--- src/bc_pkg.sv ---
// Shared constants and types for the binomial coefficient block.
package bc_pkg;
	localparam int N_BITS = 8;
	localparam int FIELD_W = 8;
	localparam int NW = (N_BITS < FIELD_W) ? N_BITS : FIELD_W;
	localparam int CW = 63;
	localparam int PW = CW + NW;
	localparam int CNT_W = $clog2(CW);

	typedef logic [CW-1:0] coef_t;
	typedef logic [NW-1:0] num_t;
endpackage

--- src/bc_div.sv ---
// Radix-2 restoring divider: one quotient bit per cycle.
module bc_div (
	input  logic            clk,
	input  logic            arst_n,
	input  logic            start,
	input  bc_pkg::coef_t   dividend,
	input  bc_pkg::num_t    divisor,
	output logic            done,
	output bc_pkg::coef_t   quotient
);
	logic                     busy_q;
	logic                     done_q;
	logic [bc_pkg::CNT_W-1:0] cnt_q;
	bc_pkg::coef_t            quo_q;
	bc_pkg::num_t             rem_q;
	bc_pkg::num_t             dvs_q;
	logic [bc_pkg::NW:0]      trial;
	logic [bc_pkg::NW:0]      diff;
	logic                     ge;

	assign trial = {rem_q, quo_q[bc_pkg::CW-1]};
	assign ge    = trial >= {1'b0, dvs_q};
	assign diff  = trial - {1'b0, dvs_q};

	always_ff @(posedge clk or negedge arst_n) begin
		if (!arst_n) begin
			busy_q <= 1'b0;
			done_q <= 1'b0;
			cnt_q  <= '0;
		end else begin
			done_q <= 1'b0;
			if (start) begin
				busy_q <= 1'b1;
				cnt_q  <= '0;
			end else if (busy_q) begin
				cnt_q <= cnt_q + 1'b1;
				if (cnt_q == bc_pkg::CNT_W'(bc_pkg::CW - 1)) begin
					busy_q <= 1'b0;
					done_q <= 1'b1;
				end
			end
		end
	end

	always_ff @(posedge clk) begin
		if (start) begin
			quo_q <= dividend;
			rem_q <= '0;
			dvs_q <= divisor;
		end else if (busy_q) begin
			quo_q <= {quo_q[bc_pkg::CW-2:0], ge};
			rem_q <= ge ? diff[bc_pkg::NW-1:0] : trial[bc_pkg::NW-1:0];
		end
	end

	assign done     = done_q;
	assign quotient = quo_q;
endmodule

--- src/binomial_coefficient.sv ---
// Binomial coefficient C(n,k), multiplicative scheme, with one serial divider.
//
// channel | direction | handshake           | payload
// in      | into      | in_valid / in_stall  | count_n, choose_k
// out     | out of    | out_valid / out_stall| coefficient, overflow
//
// Trivial cases (k = 0, k = n, k > n, reduced k = 1) go straight to the result.
// Otherwise each of the reduced k iterations, k <= 127, has a multiply step
// followed by a bit-serial divide of the product by the iteration index.
// An overflowing product ends the item at once with coefficient 0.
// Reset clears the sequencer and the output valid; in_stall is high while
// an item is in work or its result waits for a stalled output register.
module binomial_coefficient (
	input  logic                  clk,
	input  logic                  arst_n,
	input  logic                  in_valid,
	output logic                  in_stall,
	input  logic [7:0]            count_n,
	input  logic [7:0]            choose_k,
	output logic                  out_valid,
	input  logic                  out_stall,
	output logic [bc_pkg::CW-1:0] coefficient,
	output logic                  overflow
);
	localparam logic [1:0] ST_IDLE = 2'd0;
	localparam logic [1:0] ST_MUL  = 2'd1;
	localparam logic [1:0] ST_DIV  = 2'd2;
	localparam logic [1:0] ST_FIN  = 2'd3;

	logic [1:0]          state_q;
	bc_pkg::num_t        i_q;
	bc_pkg::num_t        kr_q;
	bc_pkg::num_t        base_q;
	bc_pkg::coef_t       acc_q;
	logic                ovf_q;
	logic                out_valid_q;
	bc_pkg::coef_t       coef_q;
	logic                oflag_q;

	bc_pkg::num_t        n_in;
	bc_pkg::num_t        k_in;
	bc_pkg::num_t        nk_in;
	bc_pkg::num_t        kr_in;
	bc_pkg::num_t        mul;
	logic [bc_pkg::PW-1:0] prod;
	logic                prod_ovf;
	logic                accept;
	logic                div_start;
	logic                div_done;
	bc_pkg::coef_t       div_quo;
	logic                out_load;

	assign n_in   = count_n[bc_pkg::NW-1:0];
	assign k_in   = choose_k[bc_pkg::NW-1:0];
	assign nk_in  = n_in - k_in;
	assign kr_in  = (k_in > nk_in) ? nk_in : k_in;
	assign accept = in_valid && !in_stall;

	assign mul      = base_q + i_q;
	assign prod     = bc_pkg::PW'(acc_q) * bc_pkg::PW'(mul);
	assign prod_ovf = |prod[bc_pkg::PW-1:bc_pkg::CW];
	assign div_start = (state_q == ST_MUL) && !prod_ovf;
	assign out_load  = (state_q == ST_FIN) && (!out_valid_q || !out_stall);

	bc_div u_div (
		.clk      (clk),
		.arst_n   (arst_n),
		.start    (div_start),
		.dividend (prod[bc_pkg::CW-1:0]),
		.divisor  (i_q),
		.done     (div_done),
		.quotient (div_quo)
	);

	always_ff @(posedge clk or negedge arst_n) begin
		if (!arst_n) begin
			state_q <= ST_IDLE;
		end else begin
			unique case (state_q)
				ST_IDLE: begin
					if (accept) begin
						if (k_in == '0 || k_in == n_in || k_in > n_in || kr_in == 1) begin
							state_q <= ST_FIN;
						end else begin
							state_q <= ST_MUL;
						end
					end
				end
				ST_MUL: begin
					state_q <= prod_ovf ? ST_FIN : ST_DIV;
				end
				ST_DIV: begin
					if (div_done) begin
						state_q <= (i_q == kr_q) ? ST_FIN : ST_MUL;
					end
				end
				ST_FIN: begin
					if (out_load) begin
						state_q <= ST_IDLE;
					end
				end
				default: begin
					state_q <= ST_IDLE;
				end
			endcase
		end
	end

	always_ff @(posedge clk) begin
		unique case (state_q)
			ST_IDLE: begin
				i_q    <= bc_pkg::NW'(1);
				kr_q   <= kr_in;
				base_q <= n_in - kr_in;
				ovf_q  <= 1'b0;
				priority if (k_in == '0 || k_in == n_in) begin
					acc_q <= bc_pkg::CW'(1);
				end else if (k_in > n_in) begin
					acc_q <= '0;
				end else if (kr_in == 1) begin
					acc_q <= bc_pkg::CW'(n_in);
				end else begin
					acc_q <= bc_pkg::CW'(1);
				end
			end
			ST_MUL: begin
				if (prod_ovf) begin
					ovf_q <= 1'b1;
					acc_q <= '0;
				end
			end
			ST_DIV: begin
				if (div_done) begin
					acc_q <= div_quo;
					i_q   <= i_q + 1'b1;
				end
			end
			ST_FIN: begin
			end
			default: begin
			end
		endcase
	end

	always_ff @(posedge clk or negedge arst_n) begin
		if (!arst_n) begin
			out_valid_q <= 1'b0;
		end else if (out_load) begin
			out_valid_q <= 1'b1;
		end else if (!out_stall) begin
			out_valid_q <= 1'b0;
		end
	end

	always_ff @(posedge clk) begin
		if (out_load) begin
			coef_q  <= acc_q;
			oflag_q <= ovf_q;
		end
	end

	assign in_stall    = (state_q != ST_IDLE);
	assign out_valid   = out_valid_q;
	assign coefficient = coef_q;
	assign overflow    = oflag_q;

`ifndef SYNTHESIS
	a_ovf_zero: assert property (@(posedge clk) disable iff (!arst_n)
		out_valid && overflow |-> coefficient == '0)
		else $error("overflow beat with nonzero coefficient");
	a_div_in_div: assert property (@(posedge clk) disable iff (!arst_n)
		div_done |-> state_q == ST_DIV)
		else $error("divider finished outside divide state");
	a_iter_range: assert property (@(posedge clk) disable iff (!arst_n)
		state_q == ST_MUL |-> i_q != '0 && i_q <= kr_q)
		else $error("iteration index out of range");
	a_accept_leaves: assert property (@(posedge clk) disable iff (!arst_n)
		accept |=> state_q != ST_IDLE)
		else $error("accepted beat did not start work");
	a_out_hold: assert property (@(posedge clk) disable iff (!arst_n)
		out_load |-> state_q == ST_FIN && !(out_valid_q && out_stall))
		else $error("output register overwritten while stalled");
`endif
endmodule

--- config.mk ---
export PLATFORM = sky130hd
export DESIGN_NAME = binomial_coefficient
export DESIGN_NICKNAME = d
export VERILOG_FILES = /design/src/bc_pkg.sv /design/src/bc_div.sv /design/src/binomial_coefficient.sv
export SDC_FILE = /design/constraint.sdc
export NUM_CORES = 1
export LEC_CHECK = 0
export BUFFER_PORTS_ARGS = -buffer_cell sky130_fd_sc_hd__buf_2
export CAP_MARGIN = 20
export CORE_MARGIN = 2
export CORE_UTILIZATION = 50
export CTS_CLUSTER_SIZE = 20
export DETAILED_ROUTE_END_ITERATION = 8
export PLACE_DENSITY = 0.69
export SLEW_MARGIN = 30
export SYNTH_ARGS = -nofsm -noshare
export SYNTH_HDL_FRONTEND = slang
export SYNTH_HIERARCHICAL = 1
export SYNTH_SLANG_ARGS = --single-unit
--- constraint.sdc ---
create_clock -name clk -period 8.7 [get_ports clk]
set_input_delay 0.87 -clock clk [delete_from_list [all_inputs] [get_ports clk]]
set_output_delay 0.87 -clock clk [all_outputs]
set_load 0.01 [all_outputs]
# [Word level (Yosys, flattened, before mapping)]
# Index checks and enable logic that the tools add are counted.
[totals] register_bits=242 in_bits=20 out_inout_bits=66 word_cells=91
[classes] add_sub_neg=6 mul=1 n_lt_le_gt_ge=3 n_eq_ne=12 muxes=31 n_reduce_logical=23
[ops] op="$mux W63" n=4
[ops] op="$pmux W63 S3" n=1
[ops] op="$mul A63 B8 Y71" n=1
[ops] op="$mux W8" n=6
[ops] op="$sub A8 B8 Y8" n=3
[ops] op="$eq A8 B8 Y1" n=2
[ops] op="$gt A8 B8 Y1" n=2
[ops] op="$pmux W8 S2" n=1
[ops] op="$mux W6" n=2
[ops] op="$mux W1" n=10
[ops] op="$mux W2" n=5
[ops] op="$ge A9 B8 Y1" n=1
[ops] op="$add A8 B1 Y8 const B" n=1
[ops] op="$add A8 B8 Y8" n=1
[ops] op="$eq A8 B1 Y1 const B" n=1
[ops] op="$logic_not A8 Y1" n=1
[ops] op="$pmux W2 S4" n=1
[ops] op="$reduce_bool A2 Y1" n=4
[ops] op="$reduce_or A8 Y1" n=1
[ops] op="$add A6 B1 Y6 const B" n=1
[ops] op="$eq A6 B6 Y1 const B" n=1
[ops] op="$ne A2 B2 Y1 const B" n=3
[ops] op="$reduce_and A3 Y1" n=2
[ops] op="$eq A2 B2 Y1 const B" n=2
[ops] op="9 further kinds" n=19

# [Longest topological paths before layout]
# Gate-level depths: netlist of the first run.
[depth] ltp_word=8 mapped_depth=32 mapped_depth_nobuf=29

# [Cells and area by module]
# The synthesis of the first run kept the hierarchy.
[modules_own_cells] mod="binomial_coefficient" n_inst=1 cells_per_inst=2278 area_per_inst_um2=22465.3 seq_area_each_um2=4639.4
[modules_own_cells] mod="bc_div" n_inst=1 cells_per_inst=279 area_per_inst_um2=4042.6 seq_area_each_um2=2492.4

# [Worst setup path before layout of the first run]
# No wires, ideal clock.
[synth_path] path_type="reg2reg" start="register i_q[1]" end="register u_div.quo_q[0] (netlist: u_div/quotient[0]) (enable)" t_arrival_ns=8.789 slack_ns=-0.506 path_stages_with_launch=32 path_buffers=3 period_less_slack_ns=9.206 cell_sequence="edfxtp_1 > ha_1 > a21o_1 > a21oi_1 > o21bai_1 > a21oi_1 > o21bai_1 > a21oi_1 > xnor2_1 > clkbuf_1 > and2_1 > fa_1 > inv_1 > fa_1 > fa_1 > inv_1 > fa_1 > ha_1 > buf_6 > a21o_1 > o21bai_1 > a221o_1 > a21oi_2 > o21ai_2 > a221o_1 > or3_1 > a221oi_2 > nand4_2 > nor2_1 > clkbuf_1 > nor2_1 > inv_1"
[synth_via] elab_chain_cells=6
[synth_lines] item="from (decl)" line_no="binomial_coefficient.sv:31" rtl="bc_pkg::num_t i_q;"
[synth_lines] item="from (signal assigned)" line_no="binomial_coefficient.sv:112" rtl="i_q <= bc_pkg::NW'(1);"
[synth_lines] item="from (signal assigned)" line_no="binomial_coefficient.sv:135" rtl="i_q <= i_q + 1'b1;"
[synth_lines] item="$add A8 B8 Y8" line_no="binomial_coefficient.sv:59" rtl="assign mul = base_q + i_q;"
[synth_lines] item="$mul A63 B8 Y71" line_no="binomial_coefficient.sv:60" rtl="assign prod = bc_pkg::PW'(acc_q) * bc_pkg::PW'(mul);"
[synth_lines] item="$reduce_or A8 Y1" line_no="binomial_coefficient.sv:61" rtl="assign prod_ovf = |prod[bc_pkg::PW-1:bc_pkg::CW];"
[synth_lines] item="$logic_not A1 Y1" line_no="binomial_coefficient.sv:62" rtl="assign div_start = (state_q == ST_MUL) && !prod_ovf;"
[synth_lines] item="$logic_and A1 B1 Y1" line_no="binomial_coefficient.sv:62"
[synth_lines] item="via div_start" line_no="binomial_coefficient.sv:48" rtl="logic div_start;"
[synth_lines] item="$reduce_bool A2 Y1 (no line)"
[synth_lines] item="to (signal assigned)" line_no="bc_div.sv:47" rtl="quo_q <= dividend;"
[synth_lines] item="to (signal assigned)" line_no="bc_div.sv:51" rtl="quo_q <= {quo_q[bc_pkg::CW-2:0], ge};"
[synth_lines] item="to (decl)" line_no="bc_div.sv:14" rtl="bc_pkg::coef_t quo_q;"
# The timed path passes the listed nets, and every way through them passes these cells.
# A chain may end at the register's enable or synchronous reset.

# [Final worst setup path of the first run]
[layout_path] start="register i_q[0]" end="register u_div.quo_q[11] (netlist: u_div/quotient[11]), data pin"
[layout_via] elab_chain_cells=6
[layout_lines] item="$add A8 B8 Y8" line_no="binomial_coefficient.sv:59"
[layout_lines] item="$mul A63 B8 Y71" line_no="binomial_coefficient.sv:60"
[layout_lines] item="$reduce_or A8 Y1" line_no="binomial_coefficient.sv:61"
[layout_lines] item="$logic_not A1 Y1" line_no="binomial_coefficient.sv:62"
[layout_lines] item="$logic_and A1 B1 Y1" line_no="binomial_coefficient.sv:62"
[layout_lines] item="via div_start" line_no="binomial_coefficient.sv:48"
[layout_lines] item="$mux W63" line_no="bc_div.sv:46" rtl="if (start) begin"
# The timed path passes the listed nets, and every way through them passes these cells.

==> qor.yml, run 1 <==
status: "completed"
grt_max_degree: 56
routed_wl_um: 64410
synthAdderAreaFrac: 0.3432
start_util: 0.5054
critPathCaptureType: "flip-flop"
grt_overflow_total: 0
required_ns: 9.03
synthXorXnorAreaFrac: 0.03502
synthTopCellsByArea: "fa_1, edfxtp_1, and2_1"
synthSimpleGateAreaFrac: 0.1765
max_freq_mhz: 119.3
cts_setup_buffers: 0
synth_area_um2: 26510
insertion_delay_ns: 0.59
cts_made_buffers: 30
relSlewSlack: 0.3520
io_buffer_count: 85
post-route-worst-setup-slack_ns: 0.3172
synth.yosys.seq_area_share: 0.2690
antenna_found_initial: 4
synth.top_cell.area_share: 0.2794
drv_cap: 0
synth.mux.area_fraction: 0.03002
root_buffer: "clkbuf_16"
die_w_um: 234.3
synth_top_family_by_area: "adder cells"
vias: 18680
synth_nets: 3082
ys_types: 78
wire_per_inst_um: 19.43
die_h_um: 234.3
synth-compound-area-share: 0.08345
holdWs_ns: 0.1656
syn_avg_cell_area_um2: 10.37
finalCriticalPeriod_ns: 8.383
drv_slew: 0
rows: 84
diodes: 0
grtUsageTotal: 0.2449
cts_tree: "built"
clock-sinks: 242
synth-edff-count: 223
vias_per_cell: 5.635
clkTransAtPathRegs_ns: 0.06
arrival_ns: 8.71
setup_viol: 0
slowest_stage: "fa_1"
layout-drive-gt1-share: 0.1016
clock_skew_ns: 0.01248
critPathKind: "flip-flop to flip-flop"
path_common_cell: "fa_1"
cts_buffer_depth: 3
cts_max_level: 1
syn_to_final_growth_pct: 9.147
drtIter0Drc: 1256
max_stage_delay_ns: 0.51
pin_count: 86
synth_top_area_cell: "fa_1"
layout.cells.non_filler: 3315
drc: 0
grt_pass1_vias: 20185
ant_nets: 0
synthArstFlopShare: 0.04545
core_area_um2: 52450
die_area_um2: 54870
start_kind: "flip-flop"
drt_pass1_iterations: 7
finalHoldViolCount: 0
synth_seq_cells: 242
tightest_slew_ns: 0.9720
gp_congestion: 0.9400
ys_warn_count: 6
crit_fanout: 46
hold_class: "input pin to async pin"
ys.flop_type: "edfxtp_1"
pre_cts_slack_ns: -0.1097
grt_pass1_wl_um: 106300
finalCritPeriodShare: 0.9635
tns_ns: 0
hpwlAfterDp_um: 48900
syn_inst: 2557
cts_hold_buffers: 0
nNetsFinal: 3128
dp_cells: 3258
fill_cells: 4498
[placed cells by master, fill, tap and decap left out, drive strengths merged, types with 39 or more instances in the layout]
cell type / count
inv: 337
a21o: 39
and3: 64
buf: 115
xor2: 47
o21ai: 76
and2: 405
a21oi: 116
nor2: 55
mux2: 65
xnor2: 59
fa: 370
edfxtp: 223
ha: 135
nand2: 204
[kinds of logic after synthesis]
kind of cell             Yosys count
AO/OA/AOI/OAI                    344
XOR/XNOR                         106
adder cells (fa/ha/maj)          505
buffers and inverters            439
AND/OR/NAND/NOR                  850
multiplexers                      71
flip-flops                       242
[stage by stage]
step,cell area [µm²],util
3_3_place_gp,27830,0.5307
6_report,28930,0.5517
4_1_cts,28860,0.5504
5_1_grt,28930,0.5517
3_5_place_dp,27840,0.5308
2_1_floorplan,26510,-
[state kept, by name, summed over array words and instances (netlist names)]
name / cells
base_q: 8
u_div/quotient: 63
out_valid: 1
u_div/dvs_q: 8
state_q: 2
overflow: 1
u_div/cnt_q: 6
u_div/done: 1
ovf_q: 1
coefficient: 63
acc_q: 63
i_q: 8
kr_q: 8
u_div/busy_q: 1
u_div/rem_q: 8
[area by class of cell]
cell class                 instances  area (µm²)  area share
timing repair buffer             116       799.5     0.02763
sequential                       242        7132      0.2465
inverter                         337        1269     0.04385
multi-input combinational       1876       17850      0.6170
clock inverter                    19       212.7    0.007352
tap                              688       860.8     0.02975
clock buffer                      37       808.3     0.02794
[per-layer routing]
layer / part of all wire / vias to the layer above / routed length (µm) / track usage
li1: - / 8485 / - / -
met4: 0.022 / 2 / 1421 / 0.05716
met5: 0.00019 / - / 12 / 0
met1: 0.44 / 9553 / 28660 / 0.3377
met3: 0.055 / 110 / 3524 / 0.03867
met2: 0.48 / 530 / 30790 / 0.4078
[cell usage after synthesis, types with 11 or more instances]
master      n
a21o_1     37
a21oi_1   114
fa_1      370
inv_1     336
nor2_1     55
nand2_1   204
ha_1      135
clkbuf_1   92
and2_1    405
nand3_1    17
o21bai_1   20
or3_1      11
xnor2_1    59
o21a_1     11
dfrtp_1    11
edfxtp_1  223
nand4_1    26
o21ai_1    11
mux2_2     64
nor3_1     18
xor2_1     47
and3_1     64
o21ai_0    64
[final timing paths]
check / slack (ns) / cells past startpoint / end / start
max: 0.32 / 29 / u_div/quotient[11] / i_q[0]
min: 0.17 / 1 / state_q[0] / arst_n
max reg2reg: 0.32 / 29 / u_div/quotient[11] / i_q[0]
min reg2reg: 0.43 / 0 / overflow / ovf_q
max in group asynchronous: 8.30 / 1 / u_div/busy_q / arst_n
min in group clk: 0.43 / 0 / overflow / ovf_q
[worst max-delay path: cells and delay by family (launching register included)]
family / cells / cell delay (ns)
AOI/OAI and AO/OA: 10 / 2.16
xor gates and xnor gates: 1 / 0.13
adders and majority gates: 7 / 2.98
buffers and inverters: 4 / 0.57
DFF: 1 / 0.49
muxes: 1 / 0.39
and+or+nand+nor: 6 / 1.34
[what timing repair did]
item                       4_1_cts  5_1_grt
setup endpoints to repair      126      203
cloned                           0        1
resized for setup                2       12
Power of run 1 is left out: the tool's default activity adds up to more than one toggle a clock period on the data nets, which glitch-free logic cannot reach.
==> inputs of run 2 (changes only) <==
--- a/config.mk
+++ b/config.mk
@@ -7,11 +7,14 @@
 export LEC_CHECK = 0
 export BUFFER_PORTS_ARGS = -buffer_cell sky130_fd_sc_hd__buf_2
 export CAP_MARGIN = 20
+export CELL_PAD_IN_SITES_DETAIL_PLACEMENT = 0
+export CELL_PAD_IN_SITES_GLOBAL_PLACEMENT = 1
 export CORE_MARGIN = 2
-export CORE_UTILIZATION = 50
+export CORE_UTILIZATION = 48
+export CTS_BUF_LIST = sky130_fd_sc_hd__clkbuf_4 sky130_fd_sc_hd__clkbuf_8
 export CTS_CLUSTER_SIZE = 20
 export DETAILED_ROUTE_END_ITERATION = 8
-export PLACE_DENSITY = 0.69
+export PLACE_DENSITY_LB_ADDON = 0.1
 export SLEW_MARGIN = 30
 export SYNTH_ARGS = -nofsm -noshare
 export SYNTH_HDL_FRONTEND = slang
==> run 2 against run 1 <==
Against the previous run: non-clock buffer count is 13 higher; final cell count is 1.6% higher; critical endpoint is now u_div/quotient[16]; maximum frequency rose by 0.59%; largest cell class unchanged; first-iteration DRC count shrank 24%; critical path depth decreased by 1; final area barely moved; critical path type unchanged; sequential cell count did not move; global-route usage is 0.63 points higher; sequential share of layout area about the same.
==> qor.yml, run 2 (same netlist as run 1, synthesis figures left out) <==
max_stage_delay_ns: 0.51
hpwlAfterDp_um: 51680
path_common_cell: "fa_1"
cts_buffer_depth: 3
drt_pass1_iterations: 7
die_w_um: 239
reg2reg_depth: 28
grt_overflow_total: 0
ant_nets: 0
max_freq_mhz: 120.0
post-route-worst-setup-slack_ns: 0.3666
finalHoldViolCount: 0
critPathCaptureType: "flip-flop"
io_buffer_count: 85
cts_hold_buffers: 0
die_h_um: 239
cpLargestDelayFamily: "adder cells"
grt_max_degree: 69
clock_skew_ns: 0.03522
gp_congestion: 0.8683
start_util: 0.4830
vias: 18839
cts_made_buffers: 45
wire_per_inst_um: 20.35
place_area_um2: 27970
fin_util: 0.5277
grt_pass1_vias: 20412
crit_buf_inv: 4
relSlewSlack: 0.4075
pin_count: 86
slowest_stage: "edfxtp_1"
grtUsageTotal: 0.2512
setup_viol: 0
status: "completed"
antenna_found_initial: 2
arrival_ns: 8.72
required_ns: 9.09
drc: 0
drtIter0Drc: 953
tightest_slew_ns: 0.8873
critPathKind: "flip-flop to flip-flop"
rows: 86
pre_cts_slack_ns: 0.2210
nNetsFinal: 3156
drv_slew: 0
hold_class: "input pin to async pin"
path_depth: 28
clkTransAtPathRegs_ns: 0.06
root_buffer: "clkbuf_8"
drv_cap: 0
finalCritPeriodShare: 0.9579
crit_path_start: "i_q[2]"
cts_max_level: 2
finalCriticalPeriod_ns: 8.333
fill_cells: 4944
vias_per_cell: 5.592
insertion_delay_ns: 0.64
mostFrequentLayoutCells: "and2_1, fa_1, inv_1"
layout-drive-gt1-share: 0.1115
final_common_cell: "and2_1"
r2r-start: "i_q[2]"
syn_to_final_growth_pct: 9.256
cts_tree: "built"
core_area_um2: 54880
start_kind: "flip-flop"
crit_fanout: 35
clock-sinks: 242
routed_wl_um: 68560
grt_pass1_wl_um: 112400
stdcell_area_um2: 28960
die_area_um2: 57120
run 2: cell types whose count changed in the layout (fill, tap and decap cells not counted), sizes merged:
cell and delta:
buf +13, bufinv -1, diode +1, inv +1, clkinv +7, clkbuf +17
run 2: repair_timing:
action / in CTS / in global routing
endpoints found under the hold margin: 0 / 0
setup endpoints to repair: 0 / 123
buffers inserted: 0 / 2
resized for setup: 0 / 6
run 2: worst paths after layout:
check | endpoint | slack, ns
setup / recovery | u_div/quotient[16] | 0.37
hold / removal | u_div/cnt_q[5] | 0.12
setup reg to reg | u_div/quotient[16] | 0.37
hold reg to reg | overflow | 0.43
max in group asynchronous | out_valid | 8.35
min in group clk | overflow | 0.43
run 2: cell type report:
class                      instances  area (µm²)  area share
clock buffer                      54       686.9     0.02372
tap                              704       880.8     0.03041
clock inverter                    26       203.9    0.007042
sequential                       242        7132      0.2463
inverter                         337        1269     0.04381
multi-input combinational       1876       17840      0.6158
antenna                            1       2.502  0.00008640
timing repair buffer             129       950.9     0.03283
run 2: per-layer routing:
metal  track usage  vias up  wire length [µm]
met5             0        -                 0
met3       0.03834      109              3553
li1              -     8551                 -
met2        0.4099      515             32050
met4       0.05890        0              1625
met1        0.3541     9664             31330
run 2: metrics by stage:
stage	TNS [ns]	hold WS (ns)	std cells
2_1_floorplan	0	0.4003	2557
3_3_place_gp	0	0.4015	3283
3_5_place_dp	0	0.4068	3284
4_1_cts	0	0.08443	3364
5_1_grt	-0.06092	0.09554	3369
6_report	0	0.1210	3369
run 2: worst register-to-register path: cells and delay by family (launching register included):
kind | cells | cell delay, ns
xor+xnor | 1 | 0.19
mux | 1 | 0.37
compound gates | 12 | 2.57
flops | 1 | 0.51
buf+inv | 4 | 0.67
simple gates | 4 | 1.12
fa+ha+maj | 6 | 2.66
Power of run 2 is left out for the same reason.
